--- src/rtl/core/hdm_pkg.sv ---
// ----------------------------------------------------------------------------
// hdm_pkg
// Shared types, register codes and arithmetic helpers for the mecanum drive
// mixer: deadband, saturation and the per-wheel slew step.
// ----------------------------------------------------------------------------
package hdm_pkg;

	localparam int CFG_IDX_W  = 1;
	localparam int CFG_DATA_W = 8;
	localparam int DB_W       = 7;
	localparam int RATE_W     = 8;

	typedef enum logic [CFG_IDX_W-1:0] {
		CFG_DEADBAND = 1'b0,
		CFG_ACCEL    = 1'b1
	} cfg_reg_t;

	localparam logic [DB_W-1:0]   DB_RESET   = 7'd15;
	localparam logic [RATE_W-1:0] RATE_RESET = 8'd115;

	typedef logic signed [7:0] drive_t;

	// one classified request: four wheel targets plus the link flag
	typedef struct packed {
		logic   link_valid;
		drive_t fl;
		drive_t fr;
		drive_t bl;
		drive_t br;
	} mix_t;

	function automatic drive_t deadband(input drive_t raw, input logic [DB_W-1:0] thr);
		logic [7:0] mag;
		drive_t     res;
		// -128 gives magnitude 128, which passes any threshold
		mag = raw[7] ? (~raw + 8'd1) : raw;
		if (mag < {1'b0, thr}) begin
			res = '0;
		end else if (raw == -8'sd128) begin
			res = -8'sd127;
		end else begin
			res = raw;
		end
		return res;
	endfunction

	function automatic drive_t sat8(input logic signed [9:0] v);
		drive_t res;
		if (v < -10'sd128) begin
			res = -8'sd128;
		end else if (v > 10'sd127) begin
			res = 8'sd127;
		end else begin
			res = v[7:0];
		end
		return res;
	endfunction

	// move cur toward tgt by diff*rate/256 (toward zero), at least one step
	function automatic drive_t slew(input drive_t cur, input drive_t tgt,
			input logic [RATE_W-1:0] rate);
		logic signed [8:0] diff;
		logic [8:0]        mag;
		logic [16:0]       prod;
		logic [8:0]        chg;
		logic signed [9:0] sum;
		diff = $signed({tgt[7], tgt}) - $signed({cur[7], cur});
		mag  = diff[8] ? (~diff + 9'd1) : diff;
		prod = mag * rate;
		chg  = prod[16:8];
		if (chg == 9'd0 && diff != 9'sd0) begin
			chg = 9'd1;
		end
		if (diff[8]) begin
			sum = $signed({{2{cur[7]}}, cur}) - $signed({1'b0, chg});
		end else begin
			sum = $signed({{2{cur[7]}}, cur}) + $signed({1'b0, chg});
		end
		return sum[7:0];
	endfunction

endpackage

--- src/rtl/core/hdm_ifs.sv ---
// ----------------------------------------------------------------------------
// hdm channel interfaces
// Joystick request channel and wheel drive result channel, valid/ready.
// ----------------------------------------------------------------------------
interface hdm_cmd_if;
	import hdm_pkg::*;

	logic   valid;
	logic   ready;
	drive_t joy_left_x;
	drive_t joy_left_y;
	drive_t joy_right_x;
	logic   link_valid;

	modport source (output valid, output joy_left_x, output joy_left_y,
		output joy_right_x, output link_valid, input ready);
	modport sink (input valid, input joy_left_x, input joy_left_y,
		input joy_right_x, input link_valid, output ready);
endinterface

interface hdm_drive_if;
	import hdm_pkg::*;

	logic   valid;
	logic   ready;
	drive_t front_left_drive;
	drive_t front_right_drive;
	drive_t back_left_drive;
	drive_t back_right_drive;

	modport source (output valid, output front_left_drive, output front_right_drive,
		output back_left_drive, output back_right_drive, input ready);
	modport sink (input valid, input front_left_drive, input front_right_drive,
		input back_left_drive, input back_right_drive, output ready);
endinterface

--- src/rtl/core/hdm_front.sv ---
// ----------------------------------------------------------------------------
// hdm_front
// Takes joystick requests, applies the deadband and mixes the three axes
// into four saturated wheel targets for the queue.
// ----------------------------------------------------------------------------
module hdm_front (
	hdm_cmd_if.sink                   cmd,
	input  logic [hdm_pkg::DB_W-1:0]  db_thr,
	output logic                      push_valid,
	output hdm_pkg::mix_t             push_data,
	input  logic                      push_ready
);
	import hdm_pkg::*;

	drive_t            strafe;
	drive_t            fwd;
	drive_t            yaw;
	logic signed [9:0] s10;
	logic signed [9:0] f10;
	logic signed [9:0] y10;

	always_comb begin
		strafe = deadband(cmd.joy_left_x, db_thr);
		fwd    = -deadband(cmd.joy_left_y, db_thr);
		yaw    = deadband(cmd.joy_right_x, db_thr);
		s10    = {{2{strafe[7]}}, strafe};
		f10    = {{2{fwd[7]}}, fwd};
		y10    = {{2{yaw[7]}}, yaw};

		push_data.link_valid = cmd.link_valid;
		push_data.fl = sat8(y10 - f10 + s10);
		push_data.fr = sat8(y10 + f10 + s10);
		push_data.bl = sat8(y10 - f10 - s10);
		push_data.br = sat8(y10 + f10 - s10);
	end

	assign push_valid = cmd.valid;
	assign cmd.ready  = push_ready;

endmodule

--- src/rtl/core/hdm_queue.sv ---
// ----------------------------------------------------------------------------
// hdm_queue
// Small FIFO between the mixer front and the slew back end.
// ----------------------------------------------------------------------------
module hdm_queue #(
	parameter int DEPTH = 2
) (
	input  logic          clk,
	input  logic          arst_n,
	input  logic          push_valid,
	input  hdm_pkg::mix_t push_data,
	output logic          push_ready,
	output logic          pop_valid,
	output hdm_pkg::mix_t pop_data,
	input  logic          pop_ready
);
	import hdm_pkg::*;

	localparam int PTR_W = (DEPTH > 1) ? $clog2(DEPTH) : 1;
	localparam int CNT_W = $clog2(DEPTH + 1);

	mix_t             entry_q [DEPTH];
	logic [PTR_W-1:0] wr_ptr_q;
	logic [PTR_W-1:0] rd_ptr_q;
	logic [CNT_W-1:0] count_q;
	logic             push;
	logic             pop;

	assign push_ready = (count_q != CNT_W'(DEPTH));
	assign pop_valid  = (count_q != '0);
	assign pop_data   = entry_q[rd_ptr_q];
	assign push       = push_valid && push_ready;
	assign pop        = pop_valid && pop_ready;

	function automatic logic [PTR_W-1:0] next_ptr(input logic [PTR_W-1:0] p);
		return (p == PTR_W'(DEPTH - 1)) ? '0 : p + 1'b1;
	endfunction

	always_ff @(posedge clk or negedge arst_n) begin
		if (!arst_n) begin
			wr_ptr_q <= '0;
			rd_ptr_q <= '0;
			count_q  <= '0;
		end else begin
			if (push) begin
				wr_ptr_q <= next_ptr(wr_ptr_q);
			end
			if (pop) begin
				rd_ptr_q <= next_ptr(rd_ptr_q);
			end
			if (push && !pop) begin
				count_q <= count_q + 1'b1;
			end else if (pop && !push) begin
				count_q <= count_q - 1'b1;
			end
		end
	end

	always_ff @(posedge clk) begin
		if (push) begin
			entry_q[wr_ptr_q] <= push_data;
		end
	end

endmodule

--- src/rtl/core/hdm_back.sv ---
// ----------------------------------------------------------------------------
// hdm_back
// Slew-limits the four kept wheel speeds toward their targets and holds the
// result in the output register; link down outputs zero, speeds hold.
// ----------------------------------------------------------------------------
module hdm_back (
	input  logic                        clk,
	input  logic                        arst_n,
	input  logic [hdm_pkg::RATE_W-1:0]  rate,
	input  logic                        pop_valid,
	input  hdm_pkg::mix_t               pop_data,
	output logic                        pop_ready,
	hdm_drive_if.source                 drive
);
	import hdm_pkg::*;

	drive_t speed_fl_q;
	drive_t speed_fr_q;
	drive_t speed_bl_q;
	drive_t speed_br_q;
	drive_t next_fl;
	drive_t next_fr;
	drive_t next_bl;
	drive_t next_br;
	logic   out_valid_q;
	drive_t out_fl_q;
	drive_t out_fr_q;
	drive_t out_bl_q;
	drive_t out_br_q;
	logic   pop;

	assign pop_ready = !out_valid_q || drive.ready;
	assign pop       = pop_valid && pop_ready;

	// four independent slew lanes
	always_comb begin
		next_fl = slew(speed_fl_q, pop_data.fl, rate);
		next_fr = slew(speed_fr_q, pop_data.fr, rate);
		next_bl = slew(speed_bl_q, pop_data.bl, rate);
		next_br = slew(speed_br_q, pop_data.br, rate);
	end

	always_ff @(posedge clk or negedge arst_n) begin
		if (!arst_n) begin
			speed_fl_q  <= '0;
			speed_fr_q  <= '0;
			speed_bl_q  <= '0;
			speed_br_q  <= '0;
			out_valid_q <= 1'b0;
		end else begin
			if (pop) begin
				out_valid_q <= 1'b1;
			end else if (drive.ready) begin
				out_valid_q <= 1'b0;
			end
			// link down: speeds hold
			if (pop && pop_data.link_valid) begin
				speed_fl_q <= next_fl;
				speed_fr_q <= next_fr;
				speed_bl_q <= next_bl;
				speed_br_q <= next_br;
			end
		end
	end

	always_ff @(posedge clk) begin
		if (pop) begin
			if (pop_data.link_valid) begin
				out_fl_q <= next_fl;
				out_fr_q <= next_fr;
				out_bl_q <= next_bl;
				out_br_q <= next_br;
			end else begin
				out_fl_q <= '0;
				out_fr_q <= '0;
				out_bl_q <= '0;
				out_br_q <= '0;
			end
		end
	end

	assign drive.valid             = out_valid_q;
	assign drive.front_left_drive  = out_fl_q;
	assign drive.front_right_drive = out_fr_q;
	assign drive.back_left_drive   = out_bl_q;
	assign drive.back_right_drive  = out_br_q;

endmodule

--- src/rtl/core/holonomic_drive_mixer_with_slew.sv ---
// ----------------------------------------------------------------------------
// holonomic_drive_mixer_with_slew
// Path: an accepted request goes into the queue, then into the output register.
// Throughput: one request per cycle while the drive side takes results,
// bounded by the loop through the four speed registers and their slew lanes.
// Reset: speeds cleared to zero, deadband 15, rate 115, queue and output empty.
// ----------------------------------------------------------------------------
module holonomic_drive_mixer_with_slew #(
	parameter int QUEUE_DEPTH = 2
) (
	input  logic                              clk,
	input  logic                              arst_n,
	hdm_cmd_if.sink                           cmd,
	hdm_drive_if.source                       drive,
	input  logic                              wr_en,
	input  hdm_pkg::cfg_reg_t                 wr_index,
	input  logic [hdm_pkg::CFG_DATA_W-1:0]    wr_data
);
	import hdm_pkg::*;

	logic [DB_W-1:0]   db_thr_q;
	logic [RATE_W-1:0] rate_q;
	logic              push_valid;
	mix_t              push_data;
	logic              push_ready;
	logic              pop_valid;
	mix_t              pop_data;
	logic              pop_ready;

	always_ff @(posedge clk or negedge arst_n) begin
		if (!arst_n) begin
			db_thr_q <= DB_RESET;
			rate_q   <= RATE_RESET;
		end else if (wr_en) begin
			case (wr_index)
				CFG_DEADBAND: db_thr_q <= wr_data[DB_W-1:0];
				CFG_ACCEL:    rate_q   <= wr_data[RATE_W-1:0];
				default: ;
			endcase
		end
	end

	hdm_front u_front (
		.cmd        (cmd),
		.db_thr     (db_thr_q),
		.push_valid (push_valid),
		.push_data  (push_data),
		.push_ready (push_ready)
	);

	hdm_queue #(
		.DEPTH (QUEUE_DEPTH)
	) u_queue (
		.clk        (clk),
		.arst_n     (arst_n),
		.push_valid (push_valid),
		.push_data  (push_data),
		.push_ready (push_ready),
		.pop_valid  (pop_valid),
		.pop_data   (pop_data),
		.pop_ready  (pop_ready)
	);

	hdm_back u_back (
		.clk       (clk),
		.arst_n    (arst_n),
		.rate      (rate_q),
		.pop_valid (pop_valid),
		.pop_data  (pop_data),
		.pop_ready (pop_ready),
		.drive     (drive)
	);

endmodule

--- src/flat_wrapper.sv ---
// flat-port wrapper written by rule: the top's interface ports become plain ports
module holonomic_drive_mixer_with_slew_flat import hdm_pkg::*;
#(
	parameter int QUEUE_DEPTH = 2
)
  (clk, arst_n, wr_en, wr_index, wr_data, cmd_valid, cmd_joy_left_x, cmd_joy_left_y, cmd_joy_right_x, cmd_link_valid, cmd_ready, drive_valid, drive_front_left_drive, drive_front_right_drive, drive_back_left_drive, drive_back_right_drive, drive_ready);
  hdm_cmd_if cmd_i ();
  hdm_drive_if drive_i ();
  input  logic clk;
  input  logic arst_n;
  input  logic wr_en;
  input  hdm_pkg::cfg_reg_t wr_index;
  input  logic [hdm_pkg::CFG_DATA_W-1:0] wr_data;
  input wire logic [$bits(cmd_i.valid)-1:0] cmd_valid;
  input wire logic [$bits(cmd_i.joy_left_x)-1:0] cmd_joy_left_x;
  input wire logic [$bits(cmd_i.joy_left_y)-1:0] cmd_joy_left_y;
  input wire logic [$bits(cmd_i.joy_right_x)-1:0] cmd_joy_right_x;
  input wire logic [$bits(cmd_i.link_valid)-1:0] cmd_link_valid;
  output wire logic [$bits(cmd_i.ready)-1:0] cmd_ready;
  output wire logic [$bits(drive_i.valid)-1:0] drive_valid;
  output wire logic [$bits(drive_i.front_left_drive)-1:0] drive_front_left_drive;
  output wire logic [$bits(drive_i.front_right_drive)-1:0] drive_front_right_drive;
  output wire logic [$bits(drive_i.back_left_drive)-1:0] drive_back_left_drive;
  output wire logic [$bits(drive_i.back_right_drive)-1:0] drive_back_right_drive;
  input wire logic [$bits(drive_i.ready)-1:0] drive_ready;
  assign cmd_i.valid = cmd_valid;
  assign cmd_i.joy_left_x = cmd_joy_left_x;
  assign cmd_i.joy_left_y = cmd_joy_left_y;
  assign cmd_i.joy_right_x = cmd_joy_right_x;
  assign cmd_i.link_valid = cmd_link_valid;
  assign cmd_ready = cmd_i.ready;
  assign drive_valid = drive_i.valid;
  assign drive_front_left_drive = drive_i.front_left_drive;
  assign drive_front_right_drive = drive_i.front_right_drive;
  assign drive_back_left_drive = drive_i.back_left_drive;
  assign drive_back_right_drive = drive_i.back_right_drive;
  assign drive_i.ready = drive_ready;
  holonomic_drive_mixer_with_slew #(.QUEUE_DEPTH(QUEUE_DEPTH)) u_core (.clk(clk), .arst_n(arst_n), .cmd(cmd_i), .drive(drive_i), .wr_en(wr_en), .wr_index(wr_index), .wr_data(wr_data));
endmodule
--- config.mk ---
export PLATFORM = sky130hd
export DESIGN_NAME = holonomic_drive_mixer_with_slew_flat
export DESIGN_NICKNAME = d
export VERILOG_FILES = /design/src/rtl/core/hdm_pkg.sv /design/src/rtl/core/hdm_ifs.sv /design/src/rtl/core/hdm_front.sv /design/src/rtl/core/hdm_queue.sv /design/src/rtl/core/hdm_back.sv /design/src/rtl/core/holonomic_drive_mixer_with_slew.sv /design/src/flat_wrapper.sv
export SDC_FILE = /design/constraint.sdc
export NUM_CORES = 1
export LEC_CHECK = 0
export ABC_AREA = 1
export BUFFER_PORTS_ARGS = -buffer_cell sky130_fd_sc_hd__clkbuf_2
export CORE_ASPECT_RATIO = 0.7
export CORE_MARGIN = 2
export CORE_UTILIZATION = 50
export CTS_BUF_LIST = sky130_fd_sc_hd__clkbuf_4
export DETAILED_ROUTE_END_ITERATION = 8
export GPL_TIMING_DRIVEN = 0
export PLACE_DENSITY = 0.73
export SYNTH_ARGS = -nofsm -noshare
export SYNTH_HDL_FRONTEND = slang
export SYNTH_SLANG_ARGS = --single-unit
--- constraint.sdc ---
create_clock -name clk -period 9.2 [get_ports clk]
set_input_delay 0.46 -clock clk [delete_from_list [all_inputs] [get_ports clk]]
set_output_delay 0.46 -clock clk [all_outputs]
set_load 0.01 [all_outputs]
==> run_results.csv <==
group,metric,value,unit
placement,place.gp.congestion,0.975,
worst_setup_path,rr_endpoint,"u_core.u_back.drive.back_left_drive[7]",
clocking,cts_root_buffer,"clkbuf_4",
worst_setup_path,cp_slowest_stage_delay,0.57,ns
global_route,antenna_found_initial,1,
logic_synthesis,netlist.top_cell.by_area,"ha_1",
global_route,grt_pass1_vias,18900,
logic_synthesis,avgSynthCellArea,7.83,sq um
timing,drv_slew,0,
detailed_routing,ant_nets,0,
clocking,clk_latency,0.59,ns
logic_synthesis,ys_async_sr_fraction,34.7,%
clocking,htreeDepth,4,
clocking,cts_buffer_depth,2,
logic_synthesis,synth_top_area_share,16.6,%
logic_synthesis,yosysSeqAreaShare,19.6,%
worst_setup_path,worst_setup_path_end_kind,"flip-flop",
worst_setup_path,crit_arrival,9.68,ns
global_route,use_met2,44.9,%
status,status,"finished with violations",
floorplanning,ios,73,
logic_synthesis,synth.top_cells.by_area,"ha_1 (17%), fa_1 (16%), edfxtp_1 (14%), inv_1 (8.6%), nand2_1 (7.8%)",
detailed_routing,routedWlPerCell,18.6,um
floorplanning,core_area,42600,sq um
layout,drive_gt1_share,23.9,%
clocking,path_clk_slew,0.15,ns
floorplanning,initial_utilization,50.9,%
detailed_routing,num_vias,20100,
logic_synthesis,synth_warnings,0,
worst_setup_path,required,9.53,ns
detailed_routing,dr.pass1.iters,6,
timing,fin_setup_tns,-0.153,ns
worst_setup_path,cp_num_cells,48,
worst_setup_path,worst-path-buf-inv,11,
status,failed_checks,"setup timing",
min_path,worstHoldPathType,"in -> reg",
logic_synthesis,synth_seq_cells,150,
global_route,use_met1,39.7,%
min_path,hold_path_depth,1,
worst_setup_path,r2r_cells,48,
timing,worst_pin_slew,1.05,ns
timing,setup_viol,1,
layout,num-fill-cells,3448,
logic_synthesis,syn_nets,3272,
logic_synthesis,synth_edf_count,98,
logic_synthesis,synthDistinctLibCells,56,
layout,area_growth,23.2,%
worst_setup_path,start_kind,"flip-flop",
placement,io_buffer_count,72,
global_route,use_met3,3.52,%
worst_setup_path,worst_path_max_delay_cell,"fa_1",
placement,dpl.hpwl,48.4,mm
global_route,grt_pass1_wl,98.3,mm
timing,fin_skew,0.0317,ns
placement,dpl_cell_area,22800,sq um
layout,fin_area,26700,sq um
detailed_routing,routed_wirelength,66.5,mm
timing,rsz0062_at_grt,"yes",
layout,largest_reg_flops,66,
worst_setup_path,critical_path_class,"reg -> reg",
logic_synthesis,netlist_instances,2768,
clocking,numCtsBuffers,17,
detailed_routing,post_drt_via_cell_ratio,5.63,
min_path,min_from,"cmd_link_valid",
floorplanning,die_w,253,um
timing,finalHoldViolCount,0,
worst_setup_path,worst-r2r-setup-slack,-0.15,ns
floorplanning,placementRows,63,
global_route,grt_max_degree,53,
flow_run,maxCapViolations,0,
worst_setup_path,reg2reg_from,"u_core.u_queue.rd_ptr_q",
timing,finalWorstSetupSlack,-0.153,ns
layout,fin_nets,3506,
global_route,grt_overflow_total,0,
worst_setup_path,critPathTopFamily,"adder cells",
clocking,tritoncts,"yes",
timing,period_share,102,%
worst_setup_path,cpMostUsedCell,"nand2_1",
timing,fin_crit,9.35,ns
min_path,holdPathEnd,"u_core.u_queue.entry_q[0][32]",
detailed_routing,drc_errors,0,
worst_setup_path,cp_max_fo,5,
global_route,grt-busiest-layer,"met2",
timing,relSlewSlack,30.2,%
clocking,clkSinkCount,150,
global_route,grt_use_total,27.8,%
floorplanning,die_y,178,um
floorplanning,dieArea,45000,sq um
timing,fmax,107,MHz
detailed_routing,drtIter0Drc,1942,
layout,top_register,"u_core.u_queue.entry_q",
logic_synthesis,synth_area,21700,sq um
logic_synthesis,synthFlopType,"edfxtp_1",
per-stage QoR:
step | hold slack, ns | setup slack [ns] | cells | util, %
final | 0.0788 | -0.153 | 3568 | 62.7
after global routing | 0.0427 | -0.446 | 3568 | 62.7
after CTS | 0.0413 | 0.00785 | 3488 | 57.6
after detailed placement | 0.478 | -2.04 | 3395 | 53.6
after global placement | 0.461 | -1.82 | 3392 | 53.4
after floorplan | 0.164 | 0.00694 | 2768 | -
timing repair:
item	in CTS	in global routing
hold endpoints to repair	0	32
pin swaps	56	175
hold buffers	0	1
gates cloned	0	3
buffers inserted	62	76
gates resized for setup	191	351
setup endpoints to repair	56	20
placed cells by master, fill, tap and decap left out, types with 80 or more instances in the layout:
cell type | synthesis | routed
a21oi_1 | 150 | 105
buf_4 | 0 | 129
edfxtp_1 | 98 | 98
fa_1 | 178 | 161
ha_1 | 287 | 233
inv_1 | 496 | 466
nand2_1 | 448 | 368
nand3_1 | 102 | 84
nor2_1 | 386 | 349
o21ai_0 | 110 | 80
xor2_1 | 112 | 83
metal layers:
metal,vias to the layer above,share of wire [%]
met5,-,0
met4,0,3.1
met3,129,8.1
met2,888,46
met1,9769,43
li1,9294,-
worst register-to-register path, delay by kind of cell (launching register included):
| kind | cells | cell delay, ns |
|---|---|---|
| AO/OA/AOI/OAI | 6 | 1.15 |
| XOR/XNOR | 5 | 1.23 |
| adder cells (fa/ha/maj) | 8 | 3.02 |
| buffers and inverters | 11 | 1.16 |
| flip-flops | 1 | 0.49 |
| multiplexers | 1 | 0.34 |
| AND/OR/NAND/NOR | 17 | 1.78 |
cells by family (layout without fill, tap and decap cells):
logic type	count (synthesis)	after routing	synth area share, %
XOR/XNOR	157	157	6.47
other	0	1	0
adder cells (fa/ha/maj)	465	465	33.0
AO/OA/AOI/OAI	360	360	9.39
flip-flops	150	150	19.6
buffers and inverters	551	798	9.58
multiplexers	29	29	1.48
AND/OR/NAND/NOR	1056	1056	20.4
synthesized netlist by cell type (3+ instances only):
master	count
nand2_2	14
o21ai_1	10
xor2_1	112
nand4_1	20
inv_1	496
nor2_2	3
o21ai_0	110
mux2i_1	5
clkbuf_1	38
a21oi_1	150
buf_2	4
clkinv_1	3
o21a_1	3
xnor2_1	43
or2_2	17
o211ai_1	5
dfrtp_1	43
dfstp_2	9
nor3_1	34
nor2_1	386
nand3_1	102
nor4_1	9
nand3b_1	8
mux2_2	24
o21bai_1	24
inv_2	7
nand2_1	448
a22oi_1	5
edfxtp_1	98
o31ai_1	10
fa_1	178
ha_1	287
a21o_1	14
a31oi_1	11
a21oi_2	4
nand2_4	5
a2111oi_0	4
worst max path at each step:
stage | startpoint | end | slack, ns
floorplan | u_core.u_queue.rd_ptr_q | u_core.u_back.drive.front_right_drive[7] | 0.007
global placement | u_core.u_queue.rd_ptr_q | u_core.u_back.drive.front_right_drive[7] | -1.82
detailed placement | u_core.u_queue.rd_ptr_q | u_core.u_back.drive.front_right_drive[7] | -2.04
CTS | u_core.u_queue.rd_ptr_q | u_core.u_back.drive.back_right_drive[7] | 0.008
global route | u_core.u_queue.rd_ptr_q | u_core.u_back.drive.back_left_drive[7] | -0.45
finish | u_core.u_queue.rd_ptr_q | u_core.u_back.drive.back_left_drive[7] | -0.15
layout make-up:
class,instances,area [sq um],area share (%)
Tap cell,552,691,2.59
Timing Repair Buffer,216,1560,5.85
Clock buffer,20,150,0.562
Clock inverter,12,105,0.394
Buffer,43,248,0.928
Sequential cell,150,4260,15.9
Inverter,507,1930,7.23
Multi-Input combinational cell,2067,17800,66.5
Antenna cell,1,2.50,0.00937
Power is not shown: default switching activity piles up to over one toggle a cycle in this logic, so the estimate is an artifact.
